`config.mk`:
```
export PLATFORM = sky130hd
export DESIGN_NAME = frame_color_nearest_class
export DESIGN_NICKNAME = d
export VERILOG_FILES = /design/src/hdl/fcnc_pkg.sv /design/src/hdl/frame_color_nearest_class.sv /design/src/hdl/fcnc_ctrl.sv /design/src/hdl/fcnc_dp.sv
export SDC_FILE = /design/constraint.sdc
export NUM_CORES = 2
export LEC_CHECK = 0
export ABC_AREA = 1
export BUFFER_PORTS_ARGS = -buffer_cell sky130_fd_sc_hd__buf_2
export CORE_MARGIN = 1.5
export CORE_UTILIZATION = 45
export DETAILED_ROUTE_END_ITERATION = 10
export SLEW_MARGIN = 25
export SYNTH_ARGS = -nofsm -noshare
export SYNTH_HDL_FRONTEND = slang
export SYNTH_SLANG_ARGS = --single-unit
```
`constraint.sdc`:
```
create_clock -name clk_i -period 8.2 [get_ports clk_i]
set_input_delay 1.23 -clock clk_i [delete_from_list [all_inputs] [get_ports clk_i]]
set_output_delay 1.23 -clock clk_i [all_outputs]
set_load 0.05 [all_outputs]
```
`src/hdl/fcnc_pkg.sv`:
```
package fcnc_pkg;

  localparam int unsigned COLOR_W     = 8;
  localparam int unsigned IDX_W       = 3;
  localparam int unsigned DIST_W      = 10;
  localparam int unsigned RATE_W      = 16;
  localparam int unsigned SPEED_W     = 16;
  localparam int unsigned WORD_W      = 40;
  localparam int unsigned CFG_IDX_W   = 3;
  localparam int unsigned IN_TDATA_W  = 24;
  localparam int unsigned OUT_TDATA_W = 56;

  // register map
  localparam logic [CFG_IDX_W-1:0] REG_CLASS_COUNT = 3'd0;
  localparam logic [CFG_IDX_W-1:0] REG_CLASS_WORD0 = 3'd1;

  localparam logic [DIST_W-1:0] NO_MATCH_DIST = 10'd765;

  // wheel rate = (speed * 1000 + 571) / 1143, divide done as multiply by 2^32/1143
  localparam int unsigned RATE_X_W    = 26;
  localparam int unsigned RECIP_W     = 22;
  localparam int unsigned RECIP_SHIFT = 32;
  localparam logic [RATE_X_W-1:0] RATE_NUM  = 26'd1000;
  localparam logic [RATE_X_W-1:0] RATE_DEN  = 26'd1143;
  localparam logic [RATE_X_W-1:0] RATE_HALF = 26'd571;
  localparam logic [63:0] RATE_RECIP_FULL = (64'd1 << RECIP_SHIFT) / 64'd1143;
  localparam logic [RECIP_W-1:0] RATE_RECIP = RATE_RECIP_FULL[RECIP_W-1:0];

  localparam logic [IDX_W-1:0] DIV_LAST_STEP = 3'(COLOR_W - 1);

  typedef enum logic [3:0] {
    ST_ACCUM,
    ST_LOAD,
    ST_DIV,
    ST_SEARCH,
    ST_RATE_MUL,
    ST_RATE_RECIP,
    ST_RATE_BACK,
    ST_RATE_FIX,
    ST_EMIT
  } state_e;

  typedef struct packed {
    logic             acc;
    logic             load;
    logic             div;
    logic             search;
    logic [IDX_W-1:0] cls;
    logic             rate_mul;
    logic             rate_recip;
    logic             rate_back;
    logic             rate_fix;
    logic             load_out;
  } cmd_t;

  typedef struct packed {
    logic [IDX_W-1:0] lim;
    logic             out_free;
  } sts_t;

endpackage

```
`src/hdl/frame_color_nearest_class.sv`:
```
// Mean-color nearest-class classifier. Pixels stream in one per cycle and are
// summed per channel; on the pixel with tlast the block stops taking items
// while it latches the sums, runs the shared bit-serial divider that forms the
// three truncated means, searches N = min(class_count, MAX_CLASSES) classes by
// L1 distance (one class per cycle), runs the speed-to-wheel-rate
// multiply-by-reciprocal path, and loads the result register (waiting while
// the previous result is still not taken). Pixels past MAX_FRAME_PIXELS in one
// frame are ignored; tlast still ends the frame.
// Config writes are meant to happen only while no frame is in progress.
module frame_color_nearest_class #(
  parameter int unsigned MAX_CLASSES      = 6,
  parameter int unsigned MAX_FRAME_PIXELS = 65536
) (
  input  logic                             clk_i,
  input  logic                             rst_ni,
  input  logic                             cfg_we_i,
  input  logic [fcnc_pkg::CFG_IDX_W-1:0]   cfg_idx_i,
  input  logic [fcnc_pkg::WORD_W-1:0]      cfg_data_i,
  input  logic                             s_axis_tvalid,
  output logic                             s_axis_tready,
  input  logic [fcnc_pkg::IN_TDATA_W-1:0]  s_axis_tdata,  // red, green, blue
  input  logic                             s_axis_tlast,  // last_pixel
  output logic                             m_axis_tvalid,
  input  logic                             m_axis_tready,
  // class_index, best_distance, mean_red, mean_green, mean_blue, wheel_rate, pad
  output logic [fcnc_pkg::OUT_TDATA_W-1:0] m_axis_tdata,
  output logic                             m_axis_tuser   // matched
);

  fcnc_pkg::cmd_t cmd;
  fcnc_pkg::sts_t sts;

  fcnc_ctrl u_ctrl (
    .clk_i      (clk_i),
    .rst_ni     (rst_ni),
    .in_valid_i (s_axis_tvalid),
    .in_last_i  (s_axis_tlast),
    .in_ready_o (s_axis_tready),
    .sts_i      (sts),
    .cmd_o      (cmd)
  );

  fcnc_dp #(
    .MAX_CLASSES      (MAX_CLASSES),
    .MAX_FRAME_PIXELS (MAX_FRAME_PIXELS)
  ) u_dp (
    .clk_i         (clk_i),
    .rst_ni        (rst_ni),
    .cfg_we_i      (cfg_we_i),
    .cfg_idx_i     (cfg_idx_i),
    .cfg_data_i    (cfg_data_i),
    .pix_i         (s_axis_tdata),
    .cmd_i         (cmd),
    .sts_o         (sts),
    .out_valid_o   (m_axis_tvalid),
    .out_ready_i   (m_axis_tready),
    .out_data_o    (m_axis_tdata),
    .out_matched_o (m_axis_tuser)
  );

endmodule

```
`src/hdl/fcnc_ctrl.sv`:
```
module fcnc_ctrl (
  input  logic           clk_i,
  input  logic           rst_ni,
  input  logic           in_valid_i,
  input  logic           in_last_i,
  output logic           in_ready_o,
  input  fcnc_pkg::sts_t sts_i,
  output fcnc_pkg::cmd_t cmd_o
);

  fcnc_pkg::state_e state_q, state_d;
  logic [fcnc_pkg::IDX_W-1:0] step_q, step_d;

  always_ff @(posedge clk_i or negedge rst_ni) begin
    if (!rst_ni) begin
      state_q <= fcnc_pkg::ST_ACCUM;
      step_q  <= '0;
    end else begin
      state_q <= state_d;
      step_q  <= step_d;
    end
  end

  always_comb begin
    state_d    = state_q;
    step_d     = step_q;
    cmd_o      = '0;
    cmd_o.cls  = step_q;
    in_ready_o = 1'b0;
    case (state_q)
      fcnc_pkg::ST_ACCUM: begin
        in_ready_o = 1'b1;
        if (in_valid_i) begin
          cmd_o.acc = 1'b1;
          if (in_last_i) state_d = fcnc_pkg::ST_LOAD;
        end
      end
      fcnc_pkg::ST_LOAD: begin
        cmd_o.load = 1'b1;
        step_d     = '0;
        state_d    = fcnc_pkg::ST_DIV;
      end
      fcnc_pkg::ST_DIV: begin
        cmd_o.div = 1'b1;
        if (step_q == fcnc_pkg::DIV_LAST_STEP) begin
          step_d  = '0;
          state_d = (sts_i.lim != '0) ? fcnc_pkg::ST_SEARCH : fcnc_pkg::ST_RATE_MUL;
        end else begin
          step_d = step_q + 1'b1;
        end
      end
      fcnc_pkg::ST_SEARCH: begin
        cmd_o.search = 1'b1;
        if (step_q == sts_i.lim - 1'b1) begin
          step_d  = '0;
          state_d = fcnc_pkg::ST_RATE_MUL;
        end else begin
          step_d = step_q + 1'b1;
        end
      end
      fcnc_pkg::ST_RATE_MUL: begin
        cmd_o.rate_mul = 1'b1;
        state_d        = fcnc_pkg::ST_RATE_RECIP;
      end
      fcnc_pkg::ST_RATE_RECIP: begin
        cmd_o.rate_recip = 1'b1;
        state_d          = fcnc_pkg::ST_RATE_BACK;
      end
      fcnc_pkg::ST_RATE_BACK: begin
        cmd_o.rate_back = 1'b1;
        state_d         = fcnc_pkg::ST_RATE_FIX;
      end
      fcnc_pkg::ST_RATE_FIX: begin
        cmd_o.rate_fix = 1'b1;
        state_d        = fcnc_pkg::ST_EMIT;
      end
      fcnc_pkg::ST_EMIT: begin
        if (sts_i.out_free) begin
          cmd_o.load_out = 1'b1;
          state_d        = fcnc_pkg::ST_ACCUM;
        end
      end
      default: begin
        state_d = fcnc_pkg::ST_ACCUM;
        step_d  = '0;
      end
    endcase
  end

  // frame end must stop intake until the result is handed over
  a_stall_after_last: assert property (@(posedge clk_i) disable iff (!rst_ni)
    in_valid_i && in_ready_o && in_last_i |=> !in_ready_o)
    else $error("input accepted right after last pixel");

  a_load_when_free: assert property (@(posedge clk_i) disable iff (!rst_ni)
    cmd_o.load_out |-> sts_i.out_free)
    else $error("result register overwritten while occupied");

endmodule

```
`src/hdl/fcnc_dp.sv`:
```
module fcnc_dp #(
  parameter int unsigned MAX_CLASSES      = 6,
  parameter int unsigned MAX_FRAME_PIXELS = 65536
) (
  input  logic                                clk_i,
  input  logic                                rst_ni,
  input  logic                                cfg_we_i,
  input  logic [fcnc_pkg::CFG_IDX_W-1:0]      cfg_idx_i,
  input  logic [fcnc_pkg::WORD_W-1:0]         cfg_data_i,
  input  logic [fcnc_pkg::IN_TDATA_W-1:0]     pix_i,
  input  fcnc_pkg::cmd_t                      cmd_i,
  output fcnc_pkg::sts_t                      sts_o,
  output logic                                out_valid_o,
  input  logic                                out_ready_i,
  output logic [fcnc_pkg::OUT_TDATA_W-1:0]    out_data_o,
  output logic                                out_matched_o
);

  localparam int unsigned CNT_W = $clog2(MAX_FRAME_PIXELS + 1);
  localparam int unsigned SUM_W = CNT_W + fcnc_pkg::COLOR_W;
  localparam int unsigned CLS_W = (MAX_CLASSES > 1) ? $clog2(MAX_CLASSES) : 1;
  localparam logic [CNT_W-1:0] CNT_MAX = CNT_W'(MAX_FRAME_PIXELS);
  localparam logic [fcnc_pkg::IDX_W-1:0] CLS_MAX = fcnc_pkg::IDX_W'(MAX_CLASSES);
  localparam int unsigned PROD_W = fcnc_pkg::RATE_X_W + fcnc_pkg::RECIP_W;

  // configuration
  logic [fcnc_pkg::IDX_W-1:0]  ccount_q;
  logic [fcnc_pkg::WORD_W-1:0] word_q [MAX_CLASSES];

  always_ff @(posedge clk_i or negedge rst_ni) begin
    if (!rst_ni) begin
      ccount_q <= '0;
      for (int i = 0; i < MAX_CLASSES; i++) word_q[i] <= '0;
    end else if (cfg_we_i) begin
      if (cfg_idx_i == fcnc_pkg::REG_CLASS_COUNT) ccount_q <= cfg_data_i[fcnc_pkg::IDX_W-1:0];
      for (int i = 0; i < MAX_CLASSES; i++) begin
        if (cfg_idx_i == fcnc_pkg::REG_CLASS_WORD0 + fcnc_pkg::CFG_IDX_W'(i)) begin
          word_q[i] <= cfg_data_i;
        end
      end
    end
  end

  assign sts_o.lim = (ccount_q > CLS_MAX) ? CLS_MAX : ccount_q;

  // accumulators
  logic [SUM_W-1:0] rsum_q, gsum_q, bsum_q;
  logic [CNT_W-1:0] cnt_q;

  always_ff @(posedge clk_i or negedge rst_ni) begin
    if (!rst_ni) begin
      rsum_q <= '0;
      gsum_q <= '0;
      bsum_q <= '0;
      cnt_q  <= '0;
    end else if (cmd_i.load) begin
      rsum_q <= '0;
      gsum_q <= '0;
      bsum_q <= '0;
      cnt_q  <= '0;
    end else if (cmd_i.acc && (cnt_q < CNT_MAX)) begin
      rsum_q <= rsum_q + SUM_W'(pix_i[7:0]);
      gsum_q <= gsum_q + SUM_W'(pix_i[15:8]);
      bsum_q <= bsum_q + SUM_W'(pix_i[23:16]);
      cnt_q  <= cnt_q + 1'b1;
    end
  end

  // restoring divide, one quotient bit per cycle for all three channels
  logic [SUM_W-1:0] rrem_q, grem_q, brem_q, dvs_q;
  logic [fcnc_pkg::COLOR_W-1:0] mr_q, mg_q, mb_q;

  always_ff @(posedge clk_i) begin
    if (cmd_i.load) begin
      rrem_q <= rsum_q;
      grem_q <= gsum_q;
      brem_q <= bsum_q;
      dvs_q  <= SUM_W'(cnt_q) << (fcnc_pkg::COLOR_W - 1);
    end else if (cmd_i.div) begin
      if (rrem_q >= dvs_q) rrem_q <= rrem_q - dvs_q;
      if (grem_q >= dvs_q) grem_q <= grem_q - dvs_q;
      if (brem_q >= dvs_q) brem_q <= brem_q - dvs_q;
      mr_q  <= {mr_q[fcnc_pkg::COLOR_W-2:0], rrem_q >= dvs_q};
      mg_q  <= {mg_q[fcnc_pkg::COLOR_W-2:0], grem_q >= dvs_q};
      mb_q  <= {mb_q[fcnc_pkg::COLOR_W-2:0], brem_q >= dvs_q};
      dvs_q <= dvs_q >> 1;
    end
  end

  // class search, one class per cycle
  logic [fcnc_pkg::WORD_W-1:0]  cw;
  logic [fcnc_pkg::COLOR_W:0]   dr, dg, db;
  logic [fcnc_pkg::DIST_W-1:0]  l1_dist;
  logic [fcnc_pkg::DIST_W-1:0]  best_q;
  logic [fcnc_pkg::IDX_W-1:0]   bidx_q;
  logic                         hit_q;
  logic [fcnc_pkg::SPEED_W-1:0] spd_q;

  always_comb begin
    cw      = word_q[cmd_i.cls[CLS_W-1:0]];
    dr      = (mr_q > cw[23:16]) ? {1'b0, mr_q - cw[23:16]} : {1'b0, cw[23:16] - mr_q};
    dg      = (mg_q > cw[15:8])  ? {1'b0, mg_q - cw[15:8]}  : {1'b0, cw[15:8] - mg_q};
    db      = (mb_q > cw[7:0])   ? {1'b0, mb_q - cw[7:0]}   : {1'b0, cw[7:0] - mb_q};
    l1_dist = fcnc_pkg::DIST_W'(dr) + fcnc_pkg::DIST_W'(dg) + fcnc_pkg::DIST_W'(db);
  end

  always_ff @(posedge clk_i) begin
    if (cmd_i.load) begin
      best_q <= fcnc_pkg::NO_MATCH_DIST;
      bidx_q <= '0;
      hit_q  <= 1'b0;
      spd_q  <= '0;
    end else if (cmd_i.search && (l1_dist < best_q)) begin
      best_q <= l1_dist;
      bidx_q <= cmd_i.cls;
      hit_q  <= 1'b1;
      spd_q  <= cw[39:24];
    end
  end

  // speed to wheel rate: x = speed*1000 + 571, q = x*recip >> 32, fix by one
  logic [fcnc_pkg::RATE_X_W-1:0] rx_q, pr_q, rrem;
  logic [PROD_W-1:0]             prod;
  logic [fcnc_pkg::RATE_W-1:0]   qe_q, rate_q;

  assign prod = PROD_W'(rx_q) * PROD_W'(fcnc_pkg::RATE_RECIP);
  assign rrem = rx_q - pr_q;

  always_ff @(posedge clk_i) begin
    if (cmd_i.rate_mul) begin
      rx_q <= fcnc_pkg::RATE_X_W'(spd_q) * fcnc_pkg::RATE_NUM + fcnc_pkg::RATE_HALF;
    end
    if (cmd_i.rate_recip) begin
      qe_q <= prod[fcnc_pkg::RECIP_SHIFT +: fcnc_pkg::RATE_W];
    end
    if (cmd_i.rate_back) begin
      pr_q <= fcnc_pkg::RATE_X_W'(qe_q) * fcnc_pkg::RATE_DEN;
    end
    if (cmd_i.rate_fix) begin
      rate_q <= (rrem >= fcnc_pkg::RATE_DEN) ? qe_q + 1'b1 : qe_q;
    end
  end

  // result register
  logic                         ovalid_q;
  logic [fcnc_pkg::IDX_W-1:0]   oidx_q;
  logic                         ohit_q;
  logic [fcnc_pkg::DIST_W-1:0]  obest_q;
  logic [fcnc_pkg::COLOR_W-1:0] omr_q, omg_q, omb_q;
  logic [fcnc_pkg::RATE_W-1:0]  orate_q;

  always_ff @(posedge clk_i or negedge rst_ni) begin
    if (!rst_ni) begin
      ovalid_q <= 1'b0;
    end else if (cmd_i.load_out) begin
      ovalid_q <= 1'b1;
    end else if (out_ready_i) begin
      ovalid_q <= 1'b0;
    end
  end

  always_ff @(posedge clk_i) begin
    if (cmd_i.load_out) begin
      oidx_q  <= bidx_q;
      ohit_q  <= hit_q;
      obest_q <= best_q;
      omr_q   <= mr_q;
      omg_q   <= mg_q;
      omb_q   <= mb_q;
      orate_q <= hit_q ? rate_q : '0;
    end
  end

  assign sts_o.out_free = !ovalid_q || out_ready_i;
  assign out_valid_o    = ovalid_q;
  assign out_matched_o  = ohit_q;
  assign out_data_o     = {3'b000, orate_q, omb_q, omg_q, omr_q, obest_q, oidx_q};

  a_cnt_bound: assert property (@(posedge clk_i) disable iff (!rst_ni)
    cnt_q <= CNT_MAX)
    else $error("pixel count past frame limit");

  a_nomatch_fields: assert property (@(posedge clk_i) disable iff (!rst_ni)
    ovalid_q && !ohit_q |->
      obest_q == fcnc_pkg::NO_MATCH_DIST && orate_q == '0 && oidx_q == '0)
    else $error("unmatched result carries class data");

  a_match_dist: assert property (@(posedge clk_i) disable iff (!rst_ni)
    ovalid_q && ohit_q |-> obest_q < fcnc_pkg::NO_MATCH_DIST && oidx_q < CLS_MAX)
    else $error("matched result with out-of-range distance or index");

endmodule

```
==> results.tsv <==
stage	metric	value	unit
synth	Top FF cell, synth	dfrtp_1	
synth	area fraction of the dominant cell type after synthesis	16.67	%
critical_path	Worst path max stage delay	0.52	ns
sta	slew at the pin closest to its max-slew limit	0.9441	ns
cells_and_area	Post-Layout Cell Count	7720	
worst_hold_path	Hold WC Path Type	reg -> reg	
global_route	largest net degree at the start of global routing	122	
run_status	status	completed	
synth	top cells by area, synth	dfrtp_1 (17%), edfxtp_1 (15%), ha_1 (13%)	
sta	relative slew slack	37.06	%
global_route	first-pass GRT wire length	220300	um
critical_path	CP Launch Type	flip-flop	
global_route	total grt overflow	0	
clocking	H-tree depth	3	
synth	Synth Cell Area	0.05150	sq mm
detailed_routing	Detail Route Antenna Nets	0	
cells_and_area	commonest non-fill, non-tap cell in the layout	inv_1	
critical_path	critical path arrival	7.81	ns
detailed_routing	routed len/inst	17.77	um
cells_and_area	final layout net count	7113	
synth	Ys Warns	0	
clocking	TritonCTS clock tree	built	
sta	final setup fails	0	
synth	Seq cells post-synth	631	
critical_path	crit end category	flip-flop	
cells_and_area	FILL cells	10960	
detailed_routing	drt first pass iters	6	
global_route	vias in the first global route	40249	
synth	Yosys cell types	64	
clocking	Clock Pin Slew Worst Setup and Hold Paths	0.06	ns
die	die area	0.1165	sq mm
synth	post-synthesis cell count	6062	
sta	min cycle time layout	7.227	ns
placed_design	# placed instances	7578	
synth	Yosys top cell by area	dfrtp_1	
placed_design	Final GP Congestion	0.9277	
sta	Max Fclk	138.4	MHz
sta	crit share post-route	88.13	%
global_route	initial antenna violation count	3	
synth	post-synthesis sequential area ratio	32.74	%
cells_and_area	Syn-to-layout area delta	9.430	%
die	core footprint	0.1130	sq mm
global_route	Total GRT Usage	23.86	%
sta	Slew Limit Fails	0	
critical_path	Crit Path Max Fanout	57	
clocking	TritonCTS Sinks	631	
die	Initial Util	45.59	%
detailed_routing	Via Count	40283	
clocking	clock buffers created by TritonCTS	76	
detailed_routing	Vias/cell	5.218	
detailed_routing	Initial DRC Count	2789	
critical_path	CP required	8.79	ns
synth	Post-synth EDFFs	251	
detailed_routing	post-route DRC violation count	0	
clocking	clk buf depth	3	
critical_path	crit path kind	reg -> reg	
sta	Worst Clk Skew	0.05443	ns
critical_path	crit path max-delay cell type	inv_1	
placed_design	dpl hpwl	105200	um
sta	setup TNS	0	ns
clocking	clock root buffer master	clkbuf_16	
cells_and_area	commonest cells after routing, fill and taps aside	inv_1 (1,128), nand2_1 (1,053), o21ai_0 (635)	
die	Die Wd	341.3	um
job	Max Cap Viol	0	
sta	Final Hold Viols	0	
cells_and_area	share of cells above drive strength 1	6.368	%
sta	RSZ-0062 raised after global routing	no	
synth	mean post-synth cell area	8.495	sq um
synth	ys async rst share	54.36	%
detailed_routing	total routed wirelength	137200	um
die	die height	341.3	um
die	num ports	132	
die	# rows	123	
placed_design	port bufs	128	
clocking	Clock Latency Late Sink	0.67	ns
state kept, by name, summed over array words and instances, names as in the netlist, 4 cells and up:
signal,count
u_ctrl.state_q,4
u_dp.best_q,10
u_dp.brem_q,25
u_dp.bsum_q,25
u_dp.cnt_q,17
u_dp.dvs_q,24
u_dp.grem_q,25
u_dp.gsum_q,25
u_dp.mb_q,8
u_dp.mg_q,8
u_dp.mr_q,8
u_dp.obest_q,10
u_dp.omb_q,8
u_dp.omg_q,8
u_dp.omr_q,8
u_dp.orate_q,16
u_dp.pr_q,26
u_dp.qe_q,16
u_dp.rate_q,16
u_dp.rrem_q,25
u_dp.rsum_q,25
u_dp.rx_q,23
u_dp.spd_q,16
u_dp.word_q,240
metal layers:
layer  part of all wire (%)  vias to the layer above  global-route usage (%)
met4                    2.5                        4                   6.343
met5                  0.020                        -                       0
met2                     47                      857                   39.66
li1                       -                    19969                       -
met1                     46                    19291                   32.71
met3                    4.5                      162                   3.233
layout make-up:
type	instances	area (sq um)	share of cell area, %
Sequential cell	631	16860	29.93
Inverter	1138	4280	7.596
Clock buffer	106	2105	3.735
Tap cell	1500	1877	3.330
Multi-Input combinational cell	4143	29820	52.91
Antenna cell	1	2.502	0.004441
Clock inverter	35	446.7	0.7926
Timing Repair Buffer	166	960.9	1.705
what timing repair did:
| item | CTS | global route |
|---|---|---|
| buffers inserted | 0 | 0 |
| hold buffers | 0 | 0 |
| resized for setup | 0 | 2 |
| endpoints found under the hold margin | 0 | 0 |
| endpoints found under the setup margin | 0 | 5 |
cells by family after synthesis:
logic type               after synthesis  share of synthesized area (%)
flip-flops                           631                          32.74
adder cells (fa/ha/maj)              884                          26.41
AO/OA/AOI/OAI                       1238                          13.23
AND/OR/NAND/NOR                     1840                          15.05
multiplexers                          10                         0.2138
buffers and inverters               1290                          9.485
other                                  1                       0.007282
XOR/XNOR                             168                          2.857
metrics by stage:
stage	util (%)	worst slack [ns]	hold slack, ns	instance area [sq um]
4_1_cts	49.88	0.6595	0.4487	56350
3_3_place_gp	47.62	0.9047	0.4422	53790
2_1_floorplan	-	2.053	0.4030	51500
6_report	49.89	0.9733	0.4557	56350
3_5_place_dp	47.62	0.7041	0.4173	53800
5_1_grt	49.88	0.2452	0.4602	56350
synthesized netlist by cell type (all sizes together), types with 3 or more instances:
cell type  instances
nand2           1076
and2               8
buf               15
nand4             55
nor3b              4
nor3              63
clkinv             4
nand3            188
a32oi             18
inv             1134
clkbuf           137
o211ai            19
or2               38
a21oi            337
dfrtp            343
o21ai            643
edfxtp           251
dfxtp             37
o221ai            12
xor2             103
a21boi             7
nor2             383
a2bb2oi            4
nand3b            10
a221oi             6
ha               546
mux2               8
a21o              21
a31oi             32
a211oi             9
xnor2             65
nor4              15
o22ai             65
o31ai              5
o32ai              3
o21bai            17
fa               338
o21a              31
critical path, delay by kind of cell, from the launching register on:
kind | cells | cell delay, ns
mux | 1 | 0.43
buf+inv | 7 | 1.72
fa+ha+maj | 6 | 1.95
simple gates | 3 | 0.53
xor+xnor | 1 | 0.18
compound gates | 14 | 1.79
flops | 1 | 0.42
path summary, 6_finish.rpt:
path                                  startpoint              end  slack (ns)  cells past startpoint
worst min register to register    u_dp.best_q[9]  u_dp.obest_q[9]        0.46                      0
worst max register to register  u_ctrl.step_q[1]    u_dp.spd_q[4]        0.97                     32
max in group asynchronous                 rst_ni  u_dp.word_q[93]        6.20                      2
worst max-delay path            u_ctrl.step_q[1]    u_dp.spd_q[4]        0.97                     32
worst min-delay path              u_dp.best_q[9]  u_dp.obest_q[9]        0.46                      0
min in group asynchronous                 rst_ni  u_dp.gsum_q[22]        0.57                      1
Power is left out: the tool's default activity adds up to more than one toggle a clock period on the data nets, which glitch-free logic cannot reach.
